===== src/hw/rtl/encoder_positioned_lift_drive_core_macros.svh =====
// Assertion macros shared by the lift drive RTL.
// Expects signals named clk and rst_n in the scope where a macro is used.
`ifndef ENCODER_POSITIONED_LIFT_DRIVE_CORE_MACROS_SVH
`define ENCODER_POSITIONED_LIFT_DRIVE_CORE_MACROS_SVH

// Same-cycle implication, disabled while reset is asserted.
`define EPLD_ASSERT_IMP(lbl, ante, cons, msg) \
  lbl: assert property (@(posedge clk) disable iff (!rst_n) (ante) |-> (cons)) \
    else $error(msg);

// Next-cycle implication, disabled while reset is asserted.
`define EPLD_ASSERT_NXT(lbl, ante, cons, msg) \
  lbl: assert property (@(posedge clk) disable iff (!rst_n) (ante) |=> (cons)) \
    else $error(msg);

`endif


===== src/hw/rtl/epld_pkg.sv =====
// Types, constants and helper functions for the lift drive core.
// No dependencies; every other RTL file except the assertion macros header imports this package.
package epld_pkg;

  // Field widths.
  localparam int COUNT_WIDTH = 16;
  localparam int OP_W        = 3;
  localparam int DUTY_W      = 8;
  localparam int FOOD_W      = 12;
  localparam int POS_W       = 16;
  localparam int THR_W       = 11;

  // Operation codes.
  localparam logic [OP_W-1:0] OP_RAISE   = 3'd0;
  localparam logic [OP_W-1:0] OP_LOWER   = 3'd1;
  localparam logic [OP_W-1:0] OP_STOP    = 3'd2;
  localparam logic [OP_W-1:0] OP_LIMIT   = 3'd3;
  localparam logic [OP_W-1:0] OP_ENCODER = 3'd4;

  // Quadrature transitions as {new phase, old phase}.
  localparam logic [3:0] ENC_UP_A = 4'b0001;
  localparam logic [3:0] ENC_UP_B = 4'b0111;
  localparam logic [3:0] ENC_UP_C = 4'b1000;
  localparam logic [3:0] ENC_UP_D = 4'b1110;
  localparam logic [3:0] ENC_DN_A = 4'b0010;
  localparam logic [3:0] ENC_DN_B = 4'b0100;
  localparam logic [3:0] ENC_DN_C = 4'b1011;
  localparam logic [3:0] ENC_DN_D = 4'b1101;

  // Pulse distance 0.40906 mm in Q16, and the fixed-point stop geometry.
  localparam int PULSE_Q16     = 26808;
  localparam int PULSE_SHIFT   = 3;
  localparam int PULSE_RED     = PULSE_Q16 >> PULSE_SHIFT;
  localparam int HEIGHT_SHIFT  = 12 - PULSE_SHIFT;
  localparam int PARTIAL_MM    = 41;
  localparam int PARTIAL_TICKS = 7;
  localparam int PARTIAL_THR   = ((PARTIAL_MM << 16) + PULSE_Q16 - 1) / PULSE_Q16
                                 - PARTIAL_TICKS;
  localparam int FIXED_SWEEP   = 225;
  localparam logic [FOOD_W-1:0] FOOD_RESET = 12'd184;

  // Stopping ticks by stack height (Q4 millimetres).
  localparam logic [FOOD_W-1:0] FOOD_MID  = 12'd80;
  localparam logic [FOOD_W-1:0] FOOD_HIGH = 12'd192;
  localparam logic [3:0] TICKS_LOW  = 4'd7;
  localparam logic [3:0] TICKS_MID  = 4'd10;
  localparam logic [3:0] TICKS_HIGH = 4'd14;

  // Reciprocal divide by PULSE_RED, exact for every dividend below 2**DIV_N.
  localparam int DIV_N   = FOOD_W + HEIGHT_SHIFT + 1;
  localparam int DIV_L   = $clog2(PULSE_RED);
  localparam int DIV_K   = DIV_N + DIV_L;
  localparam longint RECIP_M = ((longint'(1) << DIV_K) + PULSE_RED - 1) / PULSE_RED;
  localparam int RECIP_W = $clog2(RECIP_M + 1);
  localparam int PROD_W  = DIV_N + RECIP_W;
  localparam int QUOT_W  = THR_W - 1;

  // Count saturation limits.
  localparam logic signed [COUNT_WIDTH-1:0] CNT_MAX = {1'b0, {(COUNT_WIDTH-1){1'b1}}};
  localparam logic signed [COUNT_WIDTH-1:0] CNT_MIN = {1'b1, {(COUNT_WIDTH-1){1'b0}}};
  localparam int CMP_W = (COUNT_WIDTH > THR_W) ? COUNT_WIDTH : THR_W;
  localparam int PW    = (COUNT_WIDTH > POS_W) ? COUNT_WIDTH : POS_W;
  localparam int POS_MAX = 32767;
  localparam int POS_MIN = -32768;

  // One input transaction.
  typedef struct packed {
    logic [OP_W-1:0]   operation;
    logic [DUTY_W-1:0] duty;
    logic              retract_after;
    logic              partial_raise;
    logic              switch_level;
    logic              enc_a;
    logic              enc_b;
  } epld_item_t;

  // Architectural state of the drive.
  typedef struct packed {
    logic signed [COUNT_WIDTH-1:0] count;
    logic [1:0]                    last_phase;
    logic                          going_up;
    logic                          halted;
    logic                          retract_on_lower;
    logic                          retract_on_raise;
    logic                          partial_armed;
    logic [DUTY_W-1:0]             up_duty;
    logic [DUTY_W-1:0]             down_duty;
  } epld_state_t;

  // One result transaction.
  typedef struct packed {
    logic [DUTY_W-1:0]       up_drive;
    logic [DUTY_W-1:0]       down_drive;
    logic                    moving;
    logic signed [POS_W-1:0] position;
    logic                    sweep_serving;
    logic                    sweep_fixed;
  } epld_res_t;

  // Lowering stop threshold: ticks - ceil(food * 4096 / PULSE_Q16).
  function automatic logic signed [THR_W-1:0] epld_lower_thr(input logic [FOOD_W-1:0] food);
    logic [DIV_N-1:0]  dividend;
    logic [PROD_W-1:0] prod;
    logic [QUOT_W-1:0] quot;
    logic [3:0]        ticks;
    dividend = DIV_N'({food, {HEIGHT_SHIFT{1'b0}}}) + DIV_N'(PULSE_RED - 1);
    prod     = PROD_W'(dividend) * PROD_W'(RECIP_M);
    quot     = prod[DIV_K +: QUOT_W];
    ticks    = TICKS_LOW;
    if (food > FOOD_MID) ticks = TICKS_MID;
    if (food > FOOD_HIGH) ticks = TICKS_HIGH;
    return $signed(THR_W'(ticks)) - $signed({1'b0, quot});
  endfunction

  localparam logic signed [THR_W-1:0] LOWER_THR_RESET = epld_lower_thr(FOOD_RESET);

endpackage


===== src/hw/rtl/epld_if.sv =====
// Valid/ready channel interfaces for the lift drive core.
// Depends on epld_pkg for field widths.
interface epld_in_if;
  import epld_pkg::*;
  logic              valid;
  logic              ready;
  logic [OP_W-1:0]   operation;
  logic [DUTY_W-1:0] duty;
  logic              retract_after;
  logic              partial_raise;
  logic              switch_level;
  logic              enc_a;
  logic              enc_b;
  modport source(output valid, operation, duty, retract_after, partial_raise,
                 switch_level, enc_a, enc_b, input ready);
  modport sink(input valid, operation, duty, retract_after, partial_raise,
               switch_level, enc_a, enc_b, output ready);
endinterface

interface epld_out_if;
  import epld_pkg::*;
  logic                    valid;
  logic                    ready;
  logic [DUTY_W-1:0]       up_drive;
  logic [DUTY_W-1:0]       down_drive;
  logic                    moving;
  logic signed [POS_W-1:0] position;
  logic                    sweep_serving;
  logic                    sweep_fixed;
  modport source(output valid, up_drive, down_drive, moving, position, sweep_serving,
                 sweep_fixed, input ready);
  modport sink(input valid, up_drive, down_drive, moving, position, sweep_serving,
               sweep_fixed, output ready);
endinterface

interface epld_cfg_if;
  import epld_pkg::*;
  logic              valid;
  logic              ready;
  logic [FOOD_W-1:0] food_height;
  modport source(output valid, food_height, input ready);
  modport sink(input valid, food_height, output ready);
endinterface


===== src/hw/rtl/epld_step.sv =====
// Next-state logic of the lift drive for one event transaction.
// Depends on epld_pkg; purely combinational.
module epld_step (
  input  epld_pkg::epld_state_t             state,
  input  epld_pkg::epld_item_t              item,
  input  logic signed [epld_pkg::THR_W-1:0] lower_thr,
  output epld_pkg::epld_state_t             state_nxt,
  output epld_pkg::epld_res_t               res
);
  import epld_pkg::*;

  epld_state_t             st;
  logic                    pulse_serving;
  logic                    pulse_fixed;
  logic                    do_halt;
  logic [1:0]              phase;
  logic [3:0]              trans;
  logic signed [COUNT_WIDTH-1:0] cnt_enc;
  logic signed [CMP_W-1:0] cnt_ext;
  logic signed [CMP_W-1:0] thr_ext;
  logic signed [CMP_W-1:0] part_ext;
  logic signed [PW-1:0]    pos_ext;

  // Encoder decode with saturating count.
  always_comb begin
    phase   = {item.enc_a, item.enc_b};
    trans   = {phase, state.last_phase};
    cnt_enc = state.count;
    case (trans) inside
      ENC_UP_A, ENC_UP_B, ENC_UP_C, ENC_UP_D: begin
        if (state.count != CNT_MAX) cnt_enc = state.count + COUNT_WIDTH'(1);
      end
      ENC_DN_A, ENC_DN_B, ENC_DN_C, ENC_DN_D: begin
        if (state.count != CNT_MIN) cnt_enc = state.count - COUNT_WIDTH'(1);
      end
      default: cnt_enc = state.count;
    endcase
    cnt_ext  = CMP_W'(cnt_enc);
    thr_ext  = CMP_W'(lower_thr);
    part_ext = CMP_W'(PARTIAL_THR);
  end

  // Event handling; a halt is applied after the event's own updates.
  always_comb begin
    st            = state;
    do_halt       = 1'b0;
    pulse_serving = 1'b0;
    pulse_fixed   = 1'b0;
    case (item.operation)
      OP_RAISE: begin
        if (item.switch_level) begin
          st.count            = '0;
          st.going_up         = 1'b1;
          st.halted           = 1'b0;
          st.retract_on_raise = item.retract_after;
          st.partial_armed    = item.partial_raise;
          st.up_duty          = item.duty;
          st.down_duty        = '0;
        end
      end
      OP_LOWER: begin
        st.count            = '0;
        st.halted           = 1'b0;
        st.going_up         = 1'b0;
        st.partial_armed    = 1'b0;
        st.retract_on_lower = item.retract_after;
        st.up_duty          = '0;
        st.down_duty        = item.duty;
      end
      OP_STOP: do_halt = 1'b1;
      OP_LIMIT: do_halt = state.going_up;
      OP_ENCODER: begin
        st.count      = cnt_enc;
        st.last_phase = phase;
        if (!state.going_up && !state.halted && (cnt_ext <= thr_ext)) begin
          do_halt = 1'b1;
        end else if (state.partial_armed && !state.halted && (cnt_ext >= part_ext)) begin
          do_halt          = 1'b1;
          st.partial_armed = 1'b0;
        end
      end
      default: st = state;
    endcase
    if (do_halt) begin
      st.up_duty   = '0;
      st.down_duty = '0;
      st.going_up  = 1'b0;
      st.halted    = 1'b1;
      pulse_serving       = st.retract_on_lower;
      pulse_fixed         = st.retract_on_raise;
      st.retract_on_lower = 1'b0;
      st.retract_on_raise = 1'b0;
    end
  end

  // Result view of the new state, position clamped to 16 signed bits.
  always_comb begin
    pos_ext = PW'(st.count);
    if (pos_ext > $signed(PW'(POS_MAX))) begin
      res.position = POS_W'(POS_MAX);
    end else if (pos_ext < $signed(PW'(POS_MIN))) begin
      res.position = POS_W'(POS_MIN);
    end else begin
      res.position = pos_ext[POS_W-1:0];
    end
    res.up_drive      = st.up_duty;
    res.down_drive    = st.down_duty;
    res.moving        = !st.halted;
    res.sweep_serving = pulse_serving;
    res.sweep_fixed   = pulse_fixed;
  end

  assign state_nxt = st;

endmodule


===== src/hw/rtl/encoder_positioned_lift_drive_core.sv =====
// Lift drive core: motor duties, encoder positioning and sweeper retract pulses.
// Depends on epld_pkg, the channel interfaces in epld_if.sv and epld_step.
//
// Usage:
//   in_ch carries one event per transaction: raise, lower, stop, limit-switch
//   edge or encoder sample. Every accepted transaction yields exactly one
//   result transaction on out_ch with the duties, moving flag, clamped
//   position and the two retract pulses as they stand after the event.
//   cfg_ch writes food_height (Q4 mm); it is always ready and should only be
//   written while no results are pending. The stop threshold derived from it
//   is registered at the write, so the next event may follow right away.
//   out_ch.valid rises in the cycle after acceptance. Throughput is one
//   transaction per cycle while out_ch is ready, set by the single next-state
//   pass of epld_step feeding the result register.
//   When out_ch stalls, the result register holds and in_ch.ready drops until
//   the result is taken; ready returns in the same cycle it is taken.
//   Synchronous active-low reset halts the motor, clears the count and flags,
//   empties the result register and restores the stop threshold for 11.5 mm food.
`include "encoder_positioned_lift_drive_core_macros.svh"

module encoder_positioned_lift_drive_core (
  input  logic              clk,
  input  logic              rst_n,
  epld_in_if.sink           in_ch,
  epld_out_if.source        out_ch,
  epld_cfg_if.sink          cfg_ch
);
  import epld_pkg::*;

  epld_state_t             state_r;
  epld_state_t             state_nxt;
  epld_item_t              item;
  epld_res_t               res_nxt;
  epld_res_t               out_r;
  logic                    out_valid_r;
  logic signed [THR_W-1:0] lower_thr_r;
  logic                    in_fire;

  // Input transaction packing and handshake.
  assign item = '{operation:     in_ch.operation,
                  duty:          in_ch.duty,
                  retract_after: in_ch.retract_after,
                  partial_raise: in_ch.partial_raise,
                  switch_level:  in_ch.switch_level,
                  enc_a:         in_ch.enc_a,
                  enc_b:         in_ch.enc_b};
  assign in_ch.ready  = !out_valid_r || out_ch.ready;
  assign in_fire      = in_ch.valid && in_ch.ready;
  assign cfg_ch.ready = 1'b1;

  epld_step u_step (
    .state     (state_r),
    .item      (item),
    .lower_thr (lower_thr_r),
    .state_nxt (state_nxt),
    .res       (res_nxt)
  );

  // Stop threshold, recomputed on each configuration write.
  always_ff @(posedge clk) begin
    if (!rst_n) begin
      lower_thr_r <= LOWER_THR_RESET;
    end else if (cfg_ch.valid && cfg_ch.ready) begin
      lower_thr_r <= epld_lower_thr(cfg_ch.food_height);
    end
  end

  // Drive state updates on every accepted transaction.
  always_ff @(posedge clk) begin
    if (!rst_n) begin
      state_r <= '{count: '0, last_phase: 2'b00, going_up: 1'b0, halted: 1'b1,
                   retract_on_lower: 1'b0, retract_on_raise: 1'b0,
                   partial_armed: 1'b0, up_duty: '0, down_duty: '0};
    end else if (in_fire) begin
      state_r <= state_nxt;
    end
  end

  // Result register valid flag.
  always_ff @(posedge clk) begin
    if (!rst_n) begin
      out_valid_r <= 1'b0;
    end else if (in_fire) begin
      out_valid_r <= 1'b1;
    end else if (out_ch.ready) begin
      out_valid_r <= 1'b0;
    end
  end

  // Result payload.
  always_ff @(posedge clk) begin
    if (in_fire) begin
      out_r <= res_nxt;
    end
  end

  assign out_ch.valid         = out_valid_r;
  assign out_ch.up_drive      = out_r.up_drive;
  assign out_ch.down_drive    = out_r.down_drive;
  assign out_ch.moving        = out_r.moving;
  assign out_ch.position      = out_r.position;
  assign out_ch.sweep_serving = out_r.sweep_serving;
  assign out_ch.sweep_fixed   = out_r.sweep_fixed;

  // Every accepted transaction leaves a result waiting.
  `EPLD_ASSERT_NXT(a_accept_gives_result, in_fire, out_valid_r,
                   "accepted transaction produced no result")
  // A lower command shows a moving platform at zero with the up side off.
  `EPLD_ASSERT_NXT(a_lower_result, in_fire && (in_ch.operation == OP_LOWER),
                   out_ch.moving && (out_ch.position == '0) && (out_ch.up_drive == '0),
                   "lower command result is wrong")
  // A retract pulse only appears with a halted platform.
  `EPLD_ASSERT_IMP(a_pulse_halted, out_valid_r && (out_r.sweep_serving || out_r.sweep_fixed),
                   !out_r.moving, "retract pulse while moving")
  // A halted drive has both motor outputs off.
  `EPLD_ASSERT_IMP(a_halted_idle, state_r.halted,
                   (state_r.up_duty == '0) && (state_r.down_duty == '0),
                   "motor driven while halted")
  // Upward duty only while raising.
  `EPLD_ASSERT_IMP(a_up_means_raise, state_r.up_duty != '0, state_r.going_up,
                   "up duty without a raise in progress")

endmodule

===== src/flat_wrapper.sv =====
// flat-port wrapper written by rule: the top's interface ports become plain ports
module encoder_positioned_lift_drive_core_flat import epld_pkg::*;
  (clk, rst_n, in_ch_valid, in_ch_operation, in_ch_duty, in_ch_retract_after, in_ch_partial_raise, in_ch_switch_level, in_ch_enc_a, in_ch_enc_b, in_ch_ready, out_ch_valid, out_ch_up_drive, out_ch_down_drive, out_ch_moving, out_ch_position, out_ch_sweep_serving, out_ch_sweep_fixed, out_ch_ready, cfg_ch_valid, cfg_ch_food_height, cfg_ch_ready);
  epld_in_if in_ch_i ();
  epld_out_if out_ch_i ();
  epld_cfg_if cfg_ch_i ();
  input  logic clk;
  input  logic rst_n;
  input wire logic [$bits(in_ch_i.valid)-1:0] in_ch_valid;
  input wire logic [$bits(in_ch_i.operation)-1:0] in_ch_operation;
  input wire logic [$bits(in_ch_i.duty)-1:0] in_ch_duty;
  input wire logic [$bits(in_ch_i.retract_after)-1:0] in_ch_retract_after;
  input wire logic [$bits(in_ch_i.partial_raise)-1:0] in_ch_partial_raise;
  input wire logic [$bits(in_ch_i.switch_level)-1:0] in_ch_switch_level;
  input wire logic [$bits(in_ch_i.enc_a)-1:0] in_ch_enc_a;
  input wire logic [$bits(in_ch_i.enc_b)-1:0] in_ch_enc_b;
  output wire logic [$bits(in_ch_i.ready)-1:0] in_ch_ready;
  output wire logic [$bits(out_ch_i.valid)-1:0] out_ch_valid;
  output wire logic [$bits(out_ch_i.up_drive)-1:0] out_ch_up_drive;
  output wire logic [$bits(out_ch_i.down_drive)-1:0] out_ch_down_drive;
  output wire logic [$bits(out_ch_i.moving)-1:0] out_ch_moving;
  output wire logic [$bits(out_ch_i.position)-1:0] out_ch_position;
  output wire logic [$bits(out_ch_i.sweep_serving)-1:0] out_ch_sweep_serving;
  output wire logic [$bits(out_ch_i.sweep_fixed)-1:0] out_ch_sweep_fixed;
  input wire logic [$bits(out_ch_i.ready)-1:0] out_ch_ready;
  input wire logic [$bits(cfg_ch_i.valid)-1:0] cfg_ch_valid;
  input wire logic [$bits(cfg_ch_i.food_height)-1:0] cfg_ch_food_height;
  output wire logic [$bits(cfg_ch_i.ready)-1:0] cfg_ch_ready;
  assign in_ch_i.valid = in_ch_valid;
  assign in_ch_i.operation = in_ch_operation;
  assign in_ch_i.duty = in_ch_duty;
  assign in_ch_i.retract_after = in_ch_retract_after;
  assign in_ch_i.partial_raise = in_ch_partial_raise;
  assign in_ch_i.switch_level = in_ch_switch_level;
  assign in_ch_i.enc_a = in_ch_enc_a;
  assign in_ch_i.enc_b = in_ch_enc_b;
  assign in_ch_ready = in_ch_i.ready;
  assign out_ch_valid = out_ch_i.valid;
  assign out_ch_up_drive = out_ch_i.up_drive;
  assign out_ch_down_drive = out_ch_i.down_drive;
  assign out_ch_moving = out_ch_i.moving;
  assign out_ch_position = out_ch_i.position;
  assign out_ch_sweep_serving = out_ch_i.sweep_serving;
  assign out_ch_sweep_fixed = out_ch_i.sweep_fixed;
  assign out_ch_i.ready = out_ch_ready;
  assign cfg_ch_i.valid = cfg_ch_valid;
  assign cfg_ch_i.food_height = cfg_ch_food_height;
  assign cfg_ch_ready = cfg_ch_i.ready;
  encoder_positioned_lift_drive_core u_core (.clk(clk), .rst_n(rst_n), .in_ch(in_ch_i), .out_ch(out_ch_i), .cfg_ch(cfg_ch_i));
endmodule

===== config.mk =====
export PLATFORM = sky130hd
export DESIGN_NAME = encoder_positioned_lift_drive_core_flat
export DESIGN_NICKNAME = d
export VERILOG_FILES = /design/src/hw/rtl/epld_pkg.sv /design/src/hw/rtl/epld_if.sv /design/src/hw/rtl/epld_step.sv /design/src/hw/rtl/encoder_positioned_lift_drive_core.sv /design/src/flat_wrapper.sv
export VERILOG_INCLUDE_DIRS = /design/src /design/src/hw/rtl
export SDC_FILE = /design/constraint.sdc
export NUM_CORES = 1
export LEC_CHECK = 0
export BUFFER_PORTS_ARGS = -buffer_cell sky130_fd_sc_hd__buf_2
export CAP_MARGIN = 20
export CORE_MARGIN = 10
export CORE_UTILIZATION = 69
export CTS_BUF_LIST = sky130_fd_sc_hd__clkbuf_8
export DETAILED_ROUTE_END_ITERATION = 12
export GPL_TIMING_DRIVEN = 0
export PLACE_DENSITY = 0.87
export SYNTH_ARGS = -nofsm -noshare
export SYNTH_HDL_FRONTEND = slang
export SYNTH_SLANG_ARGS = --single-unit
export TNS_END_PERCENT = 10

===== constraint.sdc =====
create_clock -name clk -period 18.43 [get_ports clk]
set_clock_uncertainty 0.1 [all_clocks]
set_input_delay 0.9215 -clock clk [delete_from_list [all_inputs] [get_ports clk]]
set_output_delay 0.9215 -clock clk [all_outputs]
set_load 0.02 [all_outputs]

==> metrics.md, run 1 <==
| Metric | Value |
|---|---|
| Outcome | finished clean |
| Layout cells sized above 1 | 0.0985 |
| Die H | 145 um |
| Post-Route WL | 26000 um |
| Root Buffer | clkbuf_8 |
| Clk Latency, worst-skew pair | 380 ps |
| Routability cong. | 0.943 |
| Tot GR Track Use | 0.253 |
| Total gr overflow | 0 |
| CP max-delay cell | fa_1 |
| Yosys cell types | 89 |
| Drt first pass iters | 6 |
| Drt drc | 0 |
| Worst Hold Class | reg2reg |
| Antenna Nets Post-Route | 0 |
| Final hold viol count | 0 |
| R2R Path End | u_core.out_ch.down_drive[1] |
| Syn Nets | 1479 |
| Number of clock sinks | 86 |
| CTS clk-pin slew, worst paths | 90 ps |
| Hold Crit Start | u_core.lower_thr_r[6] |
| Min Tclk post-route | 10230 ps |
| IO Port Bufs | 66 |
| Syn avg cell area | 9.20 um2 |
| Cell Pwr Density | 193 nW/um2 |
| # rows | 45 |
| Peak VDD IR | 0.176 mV |
| Lkg Pwr | 5.61 nW |
| Die W | 145 um |
| Fin worst setup slack | 8200 ps |
| N_diodes | 0 |
| Sequential fraction of the synthesis area | 0.193 |
| Vias in the first global route | 9052 |
| Critical Path End | u_core.lower_thr_r[9] |
| Post-route cell area | 11500 um2 |
| Commonest cells post-synth | ha_1, inv_1, a21oi_1 |
| Crit path from | cfg_ch_food_height[1] |
| Most numerous cell in the Yosys netlist | ha_1 |
| Yosys warns | 0 |
| DR vias | 8960 |
| Fill count | 1050 |
| Slew headroom | 0.286 |
| Slew Limit Fails | 0 |
| Worst path most repeated cell | ha_1 |
| Crit path capture type | flip-flop |
| Post-synthesis async set-or-reset flop share | 0 |
| Via-to-Cell Ratio | 6.24 |
| Max Fanout on Critical Path | 10 |
| CP startpoint kind | input port |
| Htree depth | 3 |
| Worst-Margin Slew | 1060 ps |
| CP peak stage delay | 550 ps |
| Area share of the largest cell type after synthesis | 0.235 |
| Area Growth Syn to Fin | 7.25% |
| DPL Wire Length | 21000 um |
| Post-CTS Setup Bufs | 0 |
| Die Area | 20900 um2 |
| Initial antenna violation count | 0 |
| Effective utilization at floorplan | 0.706 |
| Wire length per cell | 18.1 um |
| Fin crit share | 0.555 |
| R2R Path Start | u_core.state_r[25] |
| Synth Register Bits | 86 |
| Hold buffers post-CTS | 0 |
| Iteration-0 DRC Markers | 570 |
| Clock tree buffer depth | 2 |
| Largest net degree at the start of global routing | 45 |
| Post-CTS Resized | 0 |
| Final setup viols | 0 |
| Biggest area consumer among synthesized cells | ha_1 |
| Final Util | 0.757 |
| Maximum clock rate | 97.8 MHz |
| Reg2Reg Setup Slack | 12860 ps |
| Synth top area cells | ha_1, fa_1, edfxtp_1, dfxtp_1, inv_1 |
| Setup TNS | 0 ps |
| TritonCTS clock tree | built |
| Number of synthesized flops with an enable pin | 35 |
| Required @ worst endpoint | 18610 ps |
| RSZ-0062 raised after global routing | no |
| WP data arrival | 10400 ps |
| Ports | 71 |
| Synthesized area | 10700 um2 |
| Sequential Area | 2070 um2 |
| Max_cap viols | 0 |
| Syn Inst Count | 1167 |
| Nets@finish | 1556 |
| Core ar. | 15200 um2 |
| Post-DP Area | 11300 um2 |
| First-pass GRT wire length | 42800 um |
| Prevailing post-synth register cell | dfxtp_1 |
| Multi-input logic area | 7770 um2 |
| Placement Setup Slack | 7910 ps |
| FF-to-FF path depth | 17 |
| CTS Buf Count | 9 |
| Setup CP Type | in2reg |
## where the power goes
group / internal, mW / leakage, nW / total, mW / switching, mW
sequential: 0.216 / 0.769 / 0.222 / 0.00641
clock: 0.0647 / 0.101 / 0.139 / 0.0740
combinational: 0.804 / 4.74 / 1.86 / 1.05
total: 1.08 / 5.61 / 2.22 / 1.13
## state kept, by name, indices dropped and copies added (netlist names)
name and count:
u_core.state_r 39, u_core.out_ch.position 16, u_core.out_ch.sweep_fixed 1, u_core.lower_thr_r 11
u_core.out_ch.up_drive 8, u_core.out_ch.down_drive 8, u_core.out_ch.moving 1, u_core.out_ch.sweep_serving 1
u_core.out_ch.valid 1
## cells in the final DEF, fill, tap and decap left out, types with 30 or more instances in the layout
cell,count
a21oi_1,84
a22o_1,31
buf_2,74
dfxtp_1,51
edfxtp_1,35
fa_1,77
ha_1,202
inv_1,184
nand2_1,56
nor2_1,61
o21ai_0,30
## final cells by class
type                       instances  share of cell area
multi-input combinational        854               0.675
sequential                        86               0.180
inverter                         186              0.0607
timing repair buffer              66              0.0287
tap                              188              0.0204
buffer                            41              0.0174
clock buffer                       9              0.0108
clock inverter                     7             0.00707
## stage by stage
step | total power [mW] | hold WS (ps) | std cells
after floorplan | 1.65 | 343 | 1167
after global placement | 1.96 | 358 | 1421
after detailed placement | 2.05 | 359 | 1421
after CTS | 2.21 | 385 | 1437
after global routing | 2.52 | 417 | 1437
final | 2.22 | 380 | 1437
## worst min-delay path by stage
stage | to | slack (ps) | cells after the start
final | u_core.lower_thr_r[6] | 380 | 2
after floorplan | u_core.lower_thr_r[6] | 340 | 2
after detailed placement | u_core.lower_thr_r[3] | 360 | 2
after global placement | u_core.lower_thr_r[3] | 360 | 2
after global routing | u_core.state_r[17] | 420 | 2
after CTS | u_core.lower_thr_r[6] | 390 | 2
## per-layer routing
| metal | vias to the layer above | track usage | wire, um |
|---|---|---|---|
| met2 | 374 | 0.447 | 12700 |
| met4 | 0 | 0.136 | 1140 |
| met5 | - | 0 | 0 |
| met3 | 101 | 0.0244 | 1470 |
| met1 | 4230 | 0.297 | 10700 |
| li1 | 4255 | - | - |
## logic make-up after synthesis
kind of cell	share of synthesized area
compound gates	0.170
xor+xnor	0.0381
fa+ha+maj	0.379
buf+inv	0.0836
flops	0.193
mux	0.00758
other cells	0.000349
simple gates	0.129
## critical path, delay by kind of cell
family / cells / cell delay [ps]
compound gates: 7 / 2100
xor+xnor: 3 / 870
fa+ha+maj: 10 / 3800
buf+inv: 8 / 1340
simple gates: 9 / 1350
(Power assumes the default switching activity.)
==> run 2: changes to the inputs <==
CORE_UTILIZATION = 64   (was 69)
PLACE_DENSITY = 0.82   (was 0.87)
clock period = 10.2 ns   (was 18.43 ns; I/O delays follow)
==> run 2 against run 1 <==
Net effect: setup slack got worse by 7400 ps; wire length decreased by 3.6%; critical path depth decreased by 1; sequential power increased by 81%; via count decreased by 2.8%; core utilization decreased by 6.0 points; final cell count increased by 2.2%; largest cell class unchanged.
==> metrics.md, run 2 (synthesis gave the netlist of run 1 again) <==
| Metric | Value |
|---|---|
| Max reg flops | 39 (unchanged) |
| CP startpoint kind | input port |
| N_diodes | 0 (unchanged) |
| CP max-delay cell | fa_1 |
| FF-to-FF path depth | 19 (+2) |
| Die H | 150 um (+3.3%) |
| Post-Route WL | 25100 um (-3.6%) |
| Root Buffer | clkbuf_8 |
| Vias in the first global route | 8618 (-4.8%) |
| Iteration-0 DRC Markers | 504 (-12%) |
| Worst Hold Class | in2reg |
| Crit path from | cfg_ch_food_height[1] |
| Crit path capture type | flip-flop |
| Slew headroom | 0.279 (-0.00642) |
| WP depth | 36 (-2.7%) |
| Most common cell after layout, fill and taps aside | ha_1 |
| Worst Hold Margin | 287 ps (-93.2 ps) |
| Wire length per cell | 17.1 um (-5.7%) |
| Reg with most FFs | u_core.state_r |
| Max_cap viols | 0 (unchanged) |
| Drt first pass iters | 5 (-1) |
| Ports | 71 (unchanged) |
| Antenna Nets Post-Route | 0 (unchanged) |
| Effective utilization at floorplan | 0.650 (-0.0565) |
| First-pass GRT wire length | 41900 um (-2.0%) |
| Post-CTS Resized | 0 (unchanged) |
| Min Tclk post-route | 9410 ps |
| Die Area | 22400 um2 (+6.7%) |
| Layout cells sized above 1 | 0.0985 (unchanged) |
| Htree depth | 3 (unchanged) |
| Worst path top cell family by delay | adder cells |
| Core ar. | 16500 um2 (+8.7%) |
| # rows | 47 (+4.4%) |
| Tot GR Track Use | 0.228 (-0.0247) |
| Lkg Pwr | 5.61 nW (about the same) |
| Clk Latency, worst-skew pair | 370 ps (about the same) |
| Total gr overflow | 0 (unchanged) |
| Worst-Margin Slew | 1070 ps (+9.57 ps) |
| Sw Pwr | 2.01 mW (+77%) |
| Slew Limit Fails | 0 (unchanged) |
| Leading cell types in the layout, fill and taps excluded | ha_1, inv_1, a21oi_1 |
| Cell Pwr Density | 341 nW/um2 (+77%) |
| Clock power frac | 0.056 (-0.007) |
| Post-CTS Setup Bufs | 0 (unchanged) |
| Fin crit share | 0.923 |
| RSZ-0062 raised after global routing | no |
| Max Fanout on Critical Path | 13 (+3) |
| IO Port Bufs | 66 (unchanged) |
| Hold buffers post-CTS | 0 (unchanged) |
| Nets@finish | 1556 (unchanged) |
| Flop pwr share | 0.102 (+0.002) |
| DPL Wire Length | 20700 um (-1.6%) |
| Maximum clock rate | 106 MHz |
| Die W | 150 um (+3.3%) |
| TritonCTS clock tree | built |
| Peak VDD IR | 0.287 mV (+63%) |
| Required @ worst endpoint | 10370 ps (-8240 ps) |
| Sw frac | 0.512 (+0.000818) |
| Worst Hold Path Cells | 3 (+1) |
| Area Growth Syn to Fin | 7.37% |
| Hold Crit Start | in_ch_valid |
| Bufs and invs on worst path | 7 (-1) |
| Final hold viol count | 0 (unchanged) |
| Final setup viols | 0 (unchanged) |
| CTS Buf Count | 9 (unchanged) |
| WP data arrival | 9580 ps (-820 ps) |
| Initial antenna violation count | 0 (unchanged) |
| Setup CP Type | in2reg |
| Routability cong. | 0.957 (+1.5%) |
| Number of clock sinks | 86 (unchanged) |
| Internal | 1.92 mW (+77%) |
| DR vias | 8712 (-2.8%) |
| Setup TNS | 0 ps (unchanged) |
| Drt drc | 0 (unchanged) |
| CP peak stage delay | 560 ps (about the same) |
| Outcome | finished clean |
| Clock tree buffer depth | 2 (unchanged) |
| Via-to-Cell Ratio | 5.93 (-4.9%) |
| R2R Path Start | u_core.state_r[23] |
| CTS clk-pin slew, worst paths | 90 ps (about the same) |
| Final Util | 0.697 (-0.0598) |
| Largest net degree at the start of global routing | 45 (unchanged) |
| Comb power frac | 0.842 (+0.005) |
run 2: routing by layer:
layer	global-route usage	share of wire	up-vias
li1	-	-	4261
met1	0.284	0.43	4112
met2	0.405	0.50	294
met3	0.0236	0.057	45
met4	0.0721	0.022	0
met5	0	0	-
run 2: worst min-delay path, cell delays in order:
cell and delay [ps]:
buf_2 110, inv_1 40, a21oi_1 50
run 2: per-stage QoR:
stage                     area [um2]  worst slack, ps  instances  power [mW]
final                          11500              785       1469        3.93
after global routing           11500             33.6       1469        4.47
after CTS                      11500              472       1469        3.93
after detailed placement       11300              110       1453        3.66
after global placement         11300              332       1453        3.56
after floorplan                10700             1640       1167        2.99
run 2: layout make-up:
cell class | count | area, um2
Clock inverter | 7 | 50.0
Tap cell | 220 | 275
Buffer | 40 | 196
Clock buffer | 9 | 124
Inverter | 186 | 698
Multi-Input combinational cell | 854 | 7770
Timing Repair Buffer | 67 | 338
Fill cell | 1310 | 5000
Sequential cell | 86 | 2070
run 2: power groups by stage:
stage               Combinational (mW)  Clock (mW)  Sequential (mW)
global route                      3.83       0.236            0.404
detailed placement                3.26           0            0.409
finish                            3.31       0.219            0.401
CTS                               3.31       0.220            0.401
global placement                  3.16           0            0.409
floorplan                         2.57           0            0.418
run 2: worst paths after layout:
check	slack, ps	to
setup / recovery	790	u_core.lower_thr_r[9]
hold / removal	290	u_core.out_ch.valid
setup reg to reg	4740	u_core.out_ch.down_drive[0]
hold reg to reg	380	u_core.lower_thr_r[6]
==> run 3: changes to the inputs <==
CORE_ASPECT_RATIO = 1.25   (was not set)
==> run 3 against run 2 <==
Net effect: combinational power hardly changed; global-route usage is 0.41 points higher; sequential share of layout area hardly changed; fmax is 0.70% lower; non-clock buffer count is 2 higher; via count is 1.7% higher; first-iteration DRC count is 29% higher; largest power group unchanged; design area is 0.20% higher; final cell count is 0.14% lower.
==> metrics.md, run 3 (synthesis gave the netlist of run 1 again) <==
| Metric | Value |
|---|---|
| Post-CTS Setup Bufs | 0 (unchanged) |
| Required @ worst endpoint | 10360 ps (about the same) |
| Die W | 136 um (-9.1%) |
| Most common cell after layout, fill and taps aside | ha_1 |
| RSZ-0062 raised after global routing | no |
| Via-to-Cell Ratio | 6.04 (+1.8%) |
| # rows | 52 (+11%) |
| Max Fanout on Critical Path | 13 (unchanged) |
| CTS Buf Count | 9 (unchanged) |
| Wire length per cell | 17.7 um (+3.5%) |
| Post-route cell area | 11500 um2 (+0.20%) |
| Final hold viol count | 0 (unchanged) |
| Final setup viols | 0 (unchanged) |
| Lkg Pwr | 5.62 nW (+0.16%) |
| Layout cells sized above 1 | 0.0999 (+0.00144) |
| Worst path most repeated cell | ha_1 |
| Busiest grt layer | met2 |
| M3 GR Usage | 0.0264 (+0.00289) |
| Peak VDD IR | 0.255 mV (-11%) |
| GRT met2 Usage | 0.427 (+0.0227) |
| Slew headroom | 0.287 (+0.00790) |
| Drt drc | 0 (unchanged) |
| Crit path capture type | flip-flop |
| Reg with most FFs | u_core.state_r |
| R2R Path Start | u_core.state_r[25] |
| TritonCTS clock tree | built |
| Fin crit share | 0.930 (+0.00652) |
| DR vias | 8858 (+1.7%) |
| Worst Hold Class | in2reg |
| Largest net degree at the start of global routing | 40 (-11%) |
| WP data arrival | 9650 ps (+70 ps) |
| Post-CTS Resized | 0 (unchanged) |
| Slew Limit Fails | 0 (unchanged) |
| Area Growth Syn to Fin | 7.58% |
| Routability cong. | 0.962 (+0.61%) |
| Htree depth | 3 (unchanged) |
| Cell Pwr Density | 342 nW/um2 (+0.38%) |
| Core ar. | 16300 um2 (-1.2%) |
| Total gr overflow | 0 (unchanged) |
| Effective utilization at floorplan | 0.657 (+0.00771) |
| Antenna Nets Post-Route | 0 (unchanged) |
| Final Util | 0.707 (+0.00966) |
| First-pass GRT wire length | 42200 um (+0.71%) |
| Hold Crit Start | in_ch_valid |
| DPL Wire Length | 21300 um (+3.1%) |
| Ports | 71 (unchanged) |
| Clk Latency, worst-skew pair | 370 ps (about the same) |
| CP max-delay cell | fa_1 |
| Maximum clock rate | 105 MHz (-0.70%) |
| Max_cap viols | 0 (unchanged) |
| CP startpoint kind | input port |
| Fin worst setup slack | 719 ps (-66.5 ps) |
| Die H | 165 um (+10%) |
| Crit path from | cfg_ch_food_height[1] |
| Tot GR Track Use | 0.232 (+0.00407) |
| Root Buffer | clkbuf_8 |
| Die Area | 22400 um2 (+0.14%) |
| Placement Setup Slack | 3.33 ps (-107 ps) |
| Post-Route WL | 25900 um (+3.3%) |
| Vias in the first global route | 8997 (+4.4%) |
| Setup TNS | 0 ps (unchanged) |
| CTS clk-pin slew, worst paths | 90 ps (about the same) |
| Worst-Margin Slew | 1060 ps (-13.9 ps) |
| Max reg flops | 39 (unchanged) |
| Min Tclk post-route | 9480 ps (+66.5 ps) |
| IO Port Bufs | 66 (unchanged) |
| Post-DP Area | 11400 um2 (+0.13%) |
| Grt met1 use | 0.252 (-0.0325) |
| Outcome | finished clean |
| Number of clock sinks | 86 (unchanged) |
| Drt first pass iters | 5 (unchanged) |
| Iteration-0 DRC Markers | 652 (+29%) |
| Hold buffers post-CTS | 0 (unchanged) |
| CP peak stage delay | 540 ps (-20 ps) |
| Initial antenna violation count | 0 (unchanged) |
| Nets@finish | 1558 (+0.13%) |
| N_diodes | 0 (unchanged) |
| Clock tree buffer depth | 2 (unchanged) |
| Setup CP Type | in2reg |
| Leading cell types in the layout, fill and taps excluded | ha_1, inv_1, a21oi_1 |
-- run 3: cell types whose count changed in the layout (fill, tap and decap cells not counted) --
cell        previous run  this run
buf_12                 1         2
clkinvlp_4             0         1
buf_4                  2         3
clkinv_2               1         0
inv_8                  1         0
inv_6                  1         2
-- run 3: cell type report --
type                    count  area (um2)
flip-flops and latches     86        2070
well taps                 216         270
clock buffers               9         124
repair buffers             69         365
plain buffers              40         196
multi-input cells         854        7770
fillers                  1243        4780
inverters                 186         698
clock inverters             7        50.0
-- run 3: worst paths after layout --
| check | end | slack, ps | depth (start not counted) |
|---|---|---|---|
| worst max register to register | u_core.out_ch.down_drive[1] | 4660 | 17 |
| worst min register to register | u_core.lower_thr_r[8] | 370 | 2 |
| worst min-delay path | u_core.out_ch.valid | 330 | 3 |
| worst max-delay path | u_core.lower_thr_r[9] | 720 | 36 |
-- run 3: power by group --
| part | switching, mW | internal [mW] | leakage, nW |
|---|---|---|---|
| clock network | 0.128 | 0.0892 | 0.0890 |
| registers | 0.0113 | 0.389 | 0.769 |
| logic | 1.91 | 1.43 | 4.76 |
-- run 3: critical path: cells and delay by family --
kind | cells | cell delay, ps
AOI/OAI and AO/OA | 7 | 2100
xor gates and xnor gates | 3 | 830
adders and majority gates | 10 | 3780
buffers and inverters | 7 | 1030
and+or+nand+nor | 9 | 1360
-- run 3: metrics by stage --
stage | hold WS, ps | std cells | power (mW)
after floorplan | 343 | 1167 | 2.99
after global placement | 353 | 1449 | 3.59
after detailed placement | 359 | 1450 | 3.68
after CTS | 321 | 1466 | 3.95
after global routing | 325 | 1467 | 4.46
final | 326 | 1467 | 3.95
-- run 3: per-layer routing --
layer | part of all wire | vias to the layer above
li1 | - | 4270
met1 | 0.39 | 4224
met2 | 0.51 | 279
met3 | 0.045 | 85
met4 | 0.052 | 0
met5 | 0 | -
